[src/hdl/oale_pkg.sv]
// Shared types, constants and word helpers for the ordered array list engine.
`timescale 1ns / 1ps

package oale_pkg;

  // list geometry
  localparam int CAPACITY   = 64;
  localparam int WORD_WIDTH = 32;

  // fixed beat field widths
  localparam int CMD_W  = 3;
  localparam int POS_W  = 7;
  localparam int DATA_W = 32;
  localparam int LEN_W  = 7;
  localparam int STAT_W = 2;

  // read gather tree: groups of cells OR-ed and registered, then a final OR
  localparam int OR_GROUP  = 8;
  localparam int OR_GROUPS = (CAPACITY + OR_GROUP - 1) / OR_GROUP;

  typedef logic [WORD_WIDTH-1:0] word_t;

  typedef enum logic [CMD_W-1:0] {
    CMD_INSERT = 3'd0,
    CMD_DELETE = 3'd1,
    CMD_UPDATE = 3'd2,
    CMD_READ   = 3'd3,
    CMD_APPEND = 3'd4,
    CMD_CLEAR  = 3'd5
  } cmd_t;

  typedef enum logic [STAT_W-1:0] {
    ST_OK    = 2'd0,
    ST_FULL  = 2'd1,
    ST_EMPTY = 2'd2,
    ST_RANGE = 2'd3
  } status_t;

  // operation that every cell applies to its entry
  typedef enum logic [1:0] {
    OP_HOLD,
    OP_SHIFT_UP,
    OP_SHIFT_DOWN,
    OP_WRITE
  } cell_op_t;

  // broadcast to the whole row of cells
  typedef struct packed {
    cell_op_t         op;
    logic             rd;
    logic [POS_W-1:0] pos;
    word_t            word;
  } cell_cmd_t;

  // beat data word to stored word (truncate or sign-extend)
  function automatic word_t to_word(input logic [DATA_W-1:0] d);
    word_t w;
    for (int b = 0; b < WORD_WIDTH; b++) begin
      w[b] = d[(b < DATA_W) ? b : DATA_W - 1];
    end
    return w;
  endfunction

  // stored word to beat data word (sign-extend or truncate)
  function automatic logic [DATA_W-1:0] from_word(input word_t w);
    logic [DATA_W-1:0] d;
    for (int b = 0; b < DATA_W; b++) begin
      d[b] = w[(b < WORD_WIDTH) ? b : WORD_WIDTH - 1];
    end
    return d;
  endfunction

endpackage

[src/hdl/oale_cell.sv]
// One list cell: holds one entry and moves it to or from its neighbours.
`timescale 1ns / 1ps

module oale_cell (
  input  logic                     clk,
  input  oale_pkg::cell_cmd_t      cmd,
  input  logic [oale_pkg::POS_W-1:0] idx,
  input  oale_pkg::word_t          left_word,
  input  oale_pkg::word_t          right_word,
  output oale_pkg::word_t          entry_word,
  output oale_pkg::word_t          sel_word
);

  oale_pkg::word_t entry_r;
  oale_pkg::word_t entry_nxt;

  // next entry from the broadcast command
  always_comb begin
    entry_nxt = entry_r;
    case (cmd.op)
      oale_pkg::OP_SHIFT_UP: begin
        if (idx > cmd.pos) begin
          entry_nxt = left_word;
        end else if (idx == cmd.pos) begin
          entry_nxt = cmd.word;
        end
      end
      oale_pkg::OP_SHIFT_DOWN: begin
        if (idx >= cmd.pos) begin
          entry_nxt = right_word;
        end
      end
      oale_pkg::OP_WRITE: begin
        if (idx == cmd.pos) begin
          entry_nxt = cmd.word;
        end
      end
      default: begin
        entry_nxt = entry_r;
      end
    endcase
  end

  // entry storage, undefined until written
  always_ff @(posedge clk) begin
    entry_r <= entry_nxt;
  end

  assign entry_word = entry_r;
  // only the addressed cell shows its entry to the gather tree
  assign sel_word = (cmd.rd && (idx == cmd.pos)) ? entry_r : '0;

endmodule

[config.mk]
export PLATFORM = sky130hd
export DESIGN_NAME = oale_cell
export DESIGN_NICKNAME = d
export VERILOG_FILES = /design/src/hdl/oale_pkg.sv /design/src/hdl/oale_cell.sv
export SDC_FILE = /design/constraint.sdc
export NUM_CORES = 1
export LEC_CHECK = 0
export ABC_AREA = 1
export BUFFER_PORTS_ARGS = -buffer_cell sky130_fd_sc_hd__buf_2
export CAP_MARGIN = 30
export CORE_MARGIN = 2
export CORE_UTILIZATION = 46
export DETAILED_ROUTE_END_ITERATION = 6
export GPL_TIMING_DRIVEN = 0
export HOLD_SLACK_MARGIN = 0.12
export PLACE_DENSITY = 0.84
export RECOVER_POWER = 25
export REMOVE_ABC_BUFFERS = 1
export SYNTH_ARGS = -nofsm -noshare
export SYNTH_HDL_FRONTEND = slang
export SYNTH_SLANG_ARGS = --single-unit
[constraint.sdc]
create_clock -name clk -period 6.1 [get_ports clk]
set_input_delay 1.22 -clock clk [delete_from_list [all_inputs] [get_ports clk]]
set_output_delay 1.22 -clock clk [all_outputs]
set_load 0.02 [all_outputs]
* After elaboration in Yosys (flattened, before gate mapping)
Index checks and enable logic that the tools add are counted.
** Cells by class
- Reduce and logical (&&, ||, !) cells :: 3
- Mux-type cells :: 5
- Equality and inequality tests :: 5
- $lt $le $gt $ge :: 2
** Operator list (number)
- $mux W32 :: 4
- $pmux W32 S3 :: 1
- $eq A7 B7 Y1 :: 1
- $ge A7 B7 Y1 :: 1
- $gt A7 B7 Y1 :: 1
- $eq A2 B2 Y1 const B :: 2
- $reduce_bool A3 Y1 :: 1
- $eq A2 B1 Y1 const B :: 1
- $ne A2 B2 Y1 const B :: 1
- $reduce_and A2 Y1 :: 1
- $logic_and A1 B1 Y1 :: 1
** Word-level totals
- Word-level logic and storage cells :: 16
- Register bits :: 32
- Bits of input ports :: 114
- Output and inout bits :: 64

* Longest topological paths before layout
Gate-level depths: netlist of run 1.
- Depth after elaboration :: 4
- Mapped depth :: 12
- Mapped depth without buffers :: 11

* Worst setup path after synthesis of run 1
OpenSTA, ideal clock, no wires.
- Kind :: input-to-reg
- From :: input cmd[38] in the netlist's numbering
- To :: register entry_r[0], in the netlist entry_word[0], enable pin
- Setup time :: 0.428 ns
- Buffers on the path :: 1
- Arrival :: 3.706 ns
- Setup slack :: 1.966 ns
- Required time :: 5.672 ns
- Stages :: 9
- Cells stage by stage :: inv_1 > ha_1 > nand2_1 > nor2_2 > nand2_1 > nand2_1 > buf_4 > nor2_1 > o21bai_1
** Between the ends
- Longest elaborated chain between the ends :: 3
** RTL lines
- from (decl) :: RTL line oale_cell.sv:6 : input oale_pkg::cell_cmd_t cmd,
- $ge A7 B7 Y1 :: RTL line oale_cell.sv:29 : if (idx >= cmd.pos) begin
- $ne A2 B2 Y1 (no source line)
- $reduce_and A2 Y1 (no source line)
- to (signal assigned) :: RTL line oale_cell.sv:46 : entry_r <= entry_nxt;
- to (decl) :: RTL line oale_cell.sv:14 : oale_pkg::word_t entry_r;
No other way between the ends.
A chain may end at the register's enable or synchronous reset.

* Worst setup path after layout of run 1
- From :: input cmd[38] in the netlist's numbering
- To :: output sel_word[19]
** Between the ends
- Longest elaborated chain between the ends :: 3
** RTL lines
- $eq A7 B7 Y1 :: RTL line oale_cell.sv:51 : assign sel_word = (cmd.rd && (idx == cmd.pos)) ? entry_r : '0;
- $logic_and A1 B1 Y1 :: RTL line oale_cell.sv:51
- $mux W32 :: RTL line oale_cell.sv:51
- to (decl) :: RTL line oale_cell.sv:11 : output oale_pkg::word_t sel_word
No other way between the ends.

==> results of run 1 <==
[per-stage QoR]
stage	instances	setup WS [ns]
floorplan	396	1.70
global placement	645	0.699
detailed placement	648	1.02
CTS	656	1.02
global route	656	0.750
finish	656	0.980
[final timing paths]
check	start	endpoint	slack, ns	cells past startpoint
worst max-delay path	cmd[38]	sel_word[19]	0.98	10
worst min-delay path	entry_word[10]$_DFFE_PP_	entry_word[10]$_DFFE_PP_	0.75	4
worst max register to register	entry_word[2]$_DFFE_PP_	entry_word[2]$_DFFE_PP_	5.06	4
worst min register to register	entry_word[10]$_DFFE_PP_	entry_word[10]$_DFFE_PP_	0.75	4
[cell type report]
class | instances | area, µm² | area share (%)
clock buffer | 7 | 76.3 | 2.12
inverter | 79 | 297 | 8.23
tap | 72 | 90.1 | 2.50
timing repair buffer | 180 | 891 | 24.7
sequential | 32 | 961 | 26.7
clock inverter | 1 | 3.75 | 0.104
multi-input combinational | 285 | 1280 | 35.7
[kinds of logic after synthesis]
logic type	share of synthesized area (%)
adder cells (fa/ha/maj)	3.28
buffers and inverters	16.5
AO/OA/AOI/OAI	6.97
flip-flops	35.9
AND/OR/NAND/NOR	37.3
[metal layers]
layer | up-vias | global-route usage (%) | part of all wire (%)
met2 | 175 | 43.5 | 50
met4 | 0 | 9.15 | 2.2
met5 | - | 0 | 0
met1 | 1375 | 27.6 | 40
li1 | 1624 | - | -
met3 | 20 | 5.39 | 8.3
[cell usage in the layout, fill, tap and decap left out, types with 2 or more instances in the layout]
master and instances:
buf_8 3, clkbuf_8 5, o21ai_0 22, nand2_2 2
inv_1 78, edfxtp_1 32, clkbuf_1 34, a21oi_1 2
nand3_1 65, nand2_1 139, nor2_2 2, buf_2 145
nor2_1 34, o21ai_1 10, ha_1 7
[power breakdown]
part | switching, W | total [W] | internal [W]
clock | 0.0000700 | 0.000149 | 0.0000793
sequential | 0.0000171 | 0.000306 | 0.000289
combinational | 0.000161 | 0.000248 | 0.0000875
total | 0.000248 | 0.000704 | 0.000456
[worst max-delay path: stages]
cell and delay (ns):
buf_2 0.08, inv_1 0.04, ha_1 0.29, nand2_1 0.09, nor2_2 0.20, nand2_1 0.09, inv_2 0.70, nand2_2 0.66
nor2_1 0.28, buf_2 0.21
==> summary.md, run 1 <==
| Metric | Value |
|---|---|
| Die width | `80.2 µm` |
| Crit Path Category | `in -> out` |
| Final Cell Area | `roughly 3600 µm²` |
| Critical Path AT | `3.90 ns` |
| 1st-pass router iterations | `5` |
| Minimum clock period | `~5 ns` |
| GRT Total Usage | `24.1%` |
| Antenna cells | `0` |
| Number of fill cells | `558` |
| Grt ovf | `0` |
| Cell Area, Placed | `3560 µm²` |
| Die area | `~6400 µm²` |
| DR DRC count | `0` |
| Rows | `27` |
| Synthesized area | `around 2700 µm²` |
| Slew headroom | `30.5%` |
| CTS Buffer Depth | `2` |
| Post-DR wirelength/cell | `between 10 and 15 µm` |
| Global-route wire length before repair | `around 12000 µm` |
| Largest net degree at the start of global routing | `67` |
| CTS clk-pin slew, worst paths | `0.06 ns` |
| CTS tree | `done` |
| Synth cell count leaders | `nand2_1 (139), inv_1 (78), nand3_1 (65), nor2_1 (35), edfxtp_1 (32)` |
| Clock Sinks | `32` |
| Vias | `between 3000 and 4000` |
| Pins over their slew limit | `0` |
| # Post-CTS Setup Buffers | `0` |
| H-tree Lvls | `2` |
| DIE HEIGHT | `between 80 and 90 µm` |
| Number of flip-flops in the largest register | `32` |
| Crit path max fanout | `66` |
| Cts repair resizes | `0` |
| Hold Vio Cnt, Final | `0` |
| Routability Congestion | `~0.78` |
| Max Cap Viol | `0` |
| Worst Setup End Kind | `primary output` |
| Synth Area per Inst | `about 6.4 µm²` |
| Ys async rst share | `0%` |
| Final worst-path cycle share | `between 80% and 90%` |
| Root buffer selected by CTS | `clkbuf_8` |
| Final core occ | `~65%` |
| Fin Setup TNS | `0 ns` |
| Post-synth cell types | `19` |
| Post-synthesis cell count | `421` |
| Via-per-instance ratio | `4.87` |
| Worst VDD drop | `approximately 0.000091 V` |
| WP data required | `roughly 4.9 ns` |
| Ys flop type | `edfxtp_1` |
| Most common cell in the synthesized netlist | `nand2_1` |
| Layout cell share with drive strength beyond 1 | `a little over a quarter` |
| Final net count | `704` |
| RSZ-0062 raised after global routing | `no` |
| Flops & latches, synth | `32` |
| Port bufs | `~180` |
| Setup violators final | `0` |
| Total wire length | `roughly 8000 µm` |
| Startpoint Class | `input pin` |
| Pwr Total | `just over 0.0007 W` |
| Synthesis Warnings | `0` |
| Initial antenna violation count | `0` |
| Post-DP HPWL | `approximately 5900 µm` |
| Layout area overhead | `34.8%` |
| I/O pins | `approximately 180` |
| Core footprint | `between 5000 and 6000 µm²` |
| Hold buffers post-CTS | `0` |
| Status | `finished, final reports clean` |
| F_max | `slightly below 200 MHz` |
| DRT iter0 DRCs | `163` |
| Tightest Pin Transition | `1.04 ns` |
| Routed Antenna Nets | `0` |
| PwrDens | `between 150 and 200 nW/µm²` |
| Sequential area share after synthesis | `~36%` |
| Hold crit path type | `reg -> reg` |
| Synth area leader | `edfxtp_1` |
| EDFF count, synth | `32` |
| CTS Buf Count | `5` |
| Clock Skews | `0 ns` |
| Post-synth top area share | `35.9%` |
| Hold WS | `0.753 ns` |
| Starting Density | `about 48%` |
| Skew-Pair Late Insertion Delay | `approximately 0.27 ns` |
| Largest cells by area after synthesis | `edfxtp_1 (36%), nand2_1 (20%), nand3_1 (12%)` |
| Leak pwr | `just over 2 nW` |
| Vias in the first global route | `~2900` |
No activity file was read; power rests on OpenSTA's default activity.
==> run 2, diff against run 1 <==
Settings changed: CORE_UTILIZATION 46 to 39, PLACE_DENSITY 0.84 to 0.75.
Clock period 6.1 ns to 4.17 ns, I/O delays scaled along.
==> run 2 against run 1 <==
Clock power increased by 47%. Worst setup slack got worse by 0.59 ns. Die area is 17% higher. Critical endpoint is now sel_word[29]. Critical path depth unchanged. Total power grew 46%. Final cell count is 1.1% higher. Worst hold slack got worse by 0.0017 ns. Flip-flop and latch count did not move. Combinational power rose by 46%. Sequential power rose by 46%. Core utilization is 11 points lower. Register-to-register slack got worse by 1.9 ns.
==> summary.md, run 2 (synthesized netlist as in run 1, its figures left out) <==
| Metric | Value |
|---|---|
| Status | `finished, final reports clean` |
| Filler-free cell count of the finished design | `663 (+1.1%)` |
| WP data required | `3.34 ns (-1.54 ns)` |
| PwrDens | `284 nW/µm² (+45%)` |
| Max Cap Viol | `0 (unchanged)` |
| Most frequent cells in the layout | `buf_2 (145), nand2_1 (139), inv_1 (78)` |
| Tightest Pin Transition | `0.950 ns (-0.0916 ns)` |
| Number of fill cells | `717 (+28%)` |
| Worst VDD drop | `0.000109 V (+20%)` |
| Hold EP | `entry_word[3]$_DFFE_PP_` |
| Layout area overhead | `35.6%` |
| Global-route wire length before repair | `12400 µm (+0.33%)` |
| Placement Setup Slack | `-0.173 ns (-1.19 ns)` |
| Die width | `86.8 µm (+8.2%)` |
| Initial antenna violation count | `0 (unchanged)` |
| CTS Buffer Depth | `2 (unchanged)` |
| Rows | `30 (+11%)` |
| Pins over their slew limit | `0 (unchanged)` |
| Routability Congestion | `0.797 (+2.2%)` |
| Placed insts | `656 (+1.2%)` |
| Final net count | `704 (unchanged)` |
| Layout cell share with drive strength beyond 1 | `27.4% (+0.047 points)` |
| Final WS setup | `0.393 ns (-0.588 ns)` |
| 1st-pass router iterations | `4 (-1)` |
| Starting Density | `39.8% (-8.2 points)` |
| Area of the multi-input gates | `1300 µm² (+0.97%)` |
| DIE HEIGHT | `86.8 µm (+8.2%)` |
| Setup slack, reg-to-reg | `3.16 ns (-1.90 ns)` |
| # Post-CTS Setup Buffers | `0 (unchanged)` |
| Antenna cells | `0 (unchanged)` |
| GRT Total Usage | `20.3% (-3.8 points)` |
| Hold buffers post-CTS | `0 (unchanged)` |
| M1 GR Usage | `23.1% (-4.5 points)` |
| Total wire length | `7830 µm (+0.67%)` |
| Minimum clock period | `~3.8 ns` |
| CTS Buf Count | `5 (unchanged)` |
| CTS tree | `done` |
| Final Cell Area | `3620 µm² (+0.59%)` |
| CTS clk-pin slew, worst paths | `0.07 ns (about the same)` |
| Met2 GRT Util | `38.0% (-5.5 points)` |
| Leak pwr | `2.08 nW (+0.42%)` |
| I/O pins | `178 (unchanged)` |
| RSZ-0062 raised after global routing | `no` |
| Port bufs | `177 (unchanged)` |
| Met3 Use GR | `3.90% (-1.5 points)` |
| DR DRC count | `0 (unchanged)` |
| Worst hold path stage count | `4 (unchanged)` |
| Worst R2R Start | `entry_word[30]$_DFFE_PP_` |
| Post-DP HPWL | `5830 µm (-0.54%)` |
| Vias | `3153 (-1.3%)` |
| Post-DR wirelength/cell | `11.8 µm (-0.39%)` |
| Clock Skews | `0 ns (unchanged)` |
| Final worst-path cycle share | `90.6%` |
| Hold crit path type | `reg -> reg` |
| Most common cell after layout, fill and taps aside | `buf_2` |
| Number of flip-flops in the largest register | `32 (unchanged)` |
| Slew headroom | `36.5% (+6.0 points)` |
| Crit path max fanout | `66 (unchanged)` |
| Setup violators final | `0 (unchanged)` |
| Hold Vio Cnt, Final | `0 (unchanged)` |
| Skew-Pair Late Insertion Delay | `0.27 ns (about the same)` |
| Largest net degree at the start of global routing | `67 (unchanged)` |
| Hold Startpoint | `entry_word[3]$_DFFE_PP_` |
| DRT iter0 DRCs | `162 (-0.61%)` |
| Final core occ | `53.9% (-11 points)` |
| Reg2reg path depth | `4 (unchanged)` |
| Critical Path AT | `2.94 ns (-0.96 ns)` |
| Crit Path Category | `in -> out` |
| Routed Antenna Nets | `0 (unchanged)` |
| H-tree Lvls | `2 (unchanged)` |
| Gr busiest metal | `met2` |
| Vias in the first global route | `2904 (-0.034%)` |
| Root buffer selected by CTS | `clkbuf_8` |
| Via-per-instance ratio | `4.76 (-2.3%)` |
| F_max | `approximately 260 MHz` |
| Startpoint Class | `input pin` |
| Fin Setup TNS | `0 ns (unchanged)` |
| Cell Area, Placed | `3580 µm² (+0.49%)` |
| Core footprint | `6720 µm² (+21%)` |
| Grt ovf | `0 (unchanged)` |
| Register area | `961 µm² (unchanged)` |
| Worst Setup End Kind | `primary output` |
| Reg2reg end | `entry_word[30]$_DFFE_PP_` |
| Die area | `7530 µm² (+17%)` |
| Clock Sinks | `32 (unchanged)` |
-- run 2: changes by cell type in the layout (fill, tap and decap cells not counted), sizes merged --
| cell | delta |
|---|---|
| clkbuf | -2 |
| clkinv | +1 |
-- run 2: report_power, final --
| group | switching [W] | internal [W] |
|---|---|---|
| combinational | 0.000235 | 0.000128 |
| clock | 0.000109 | 0.000110 |
| sequential | 0.0000251 | 0.000422 |
-- run 2: area by class of cell --
type / instances / share of cell area, %
clock buffer: 5 / 1.90
clock inverter: 2 / 0.207
sequential: 32 / 26.5
inverter: 79 / 8.25
timing repair buffer: 180 / 24.6
tap: 80 / 2.76
multi-input combinational: 285 / 35.8
-- run 2: how the worst max path moves through the flow --
| stage | from | cells after the start | end | slack (ns) |
|---|---|---|---|---|
| after global placement | cmd[38] | 9 | entry_word[30]$_DFFE_PP_ | -1.0 |
| after CTS | cmd[34] | 10 | sel_word[29] | 0.16 |
| after detailed placement | cmd[34] | 10 | sel_word[29] | -0.17 |
| after floorplan | cmd[38] | 8 | entry_word[0]$_DFFE_PP_ | 0.15 |
| final | cmd[34] | 10 | sel_word[29] | 0.39 |
| after global routing | cmd[34] | 10 | sel_word[26] | 0.16 |
-- run 2: stage by stage --
step                      hold slack [ns]  total power (W)
after detailed placement            0.731         0.000828
final                               0.752          0.00103
after global placement              0.721         0.000811
after floorplan                     0.858         0.000676
after global routing                0.811          0.00110
after CTS                           0.753          0.00105
-- run 2: metal layers --
| metal | part of all wire (%) | wire [µm] | up-vias |
|---|---|---|---|
| met4 | 1.3 | 100 | 0 |
| met5 | 0 | 0 | - |
| met1 | 41 | 3220 | 1383 |
| met2 | 51 | 3960 | 137 |
| met3 | 7.1 | 553 | 10 |
| li1 | - | - | 1623 |
-- run 2: repair_timing --
action | 4_1_cts | 5_1_grt
endpoints found under the setup margin | 32 | 29
hold endpoints to repair | 0 | 0
resized for setup | 1 | 1
-- run 2: worst max-delay path, stage by stage --
cell	delay, ns
buf_2	0.08
inv_1	0.04
ha_1	0.31
nand2_1	0.07
nor2_1	0.23
nand2_1	0.14
inv_4	0.45
nand2_4	0.37
nor2_1	0.21
buf_2	0.19
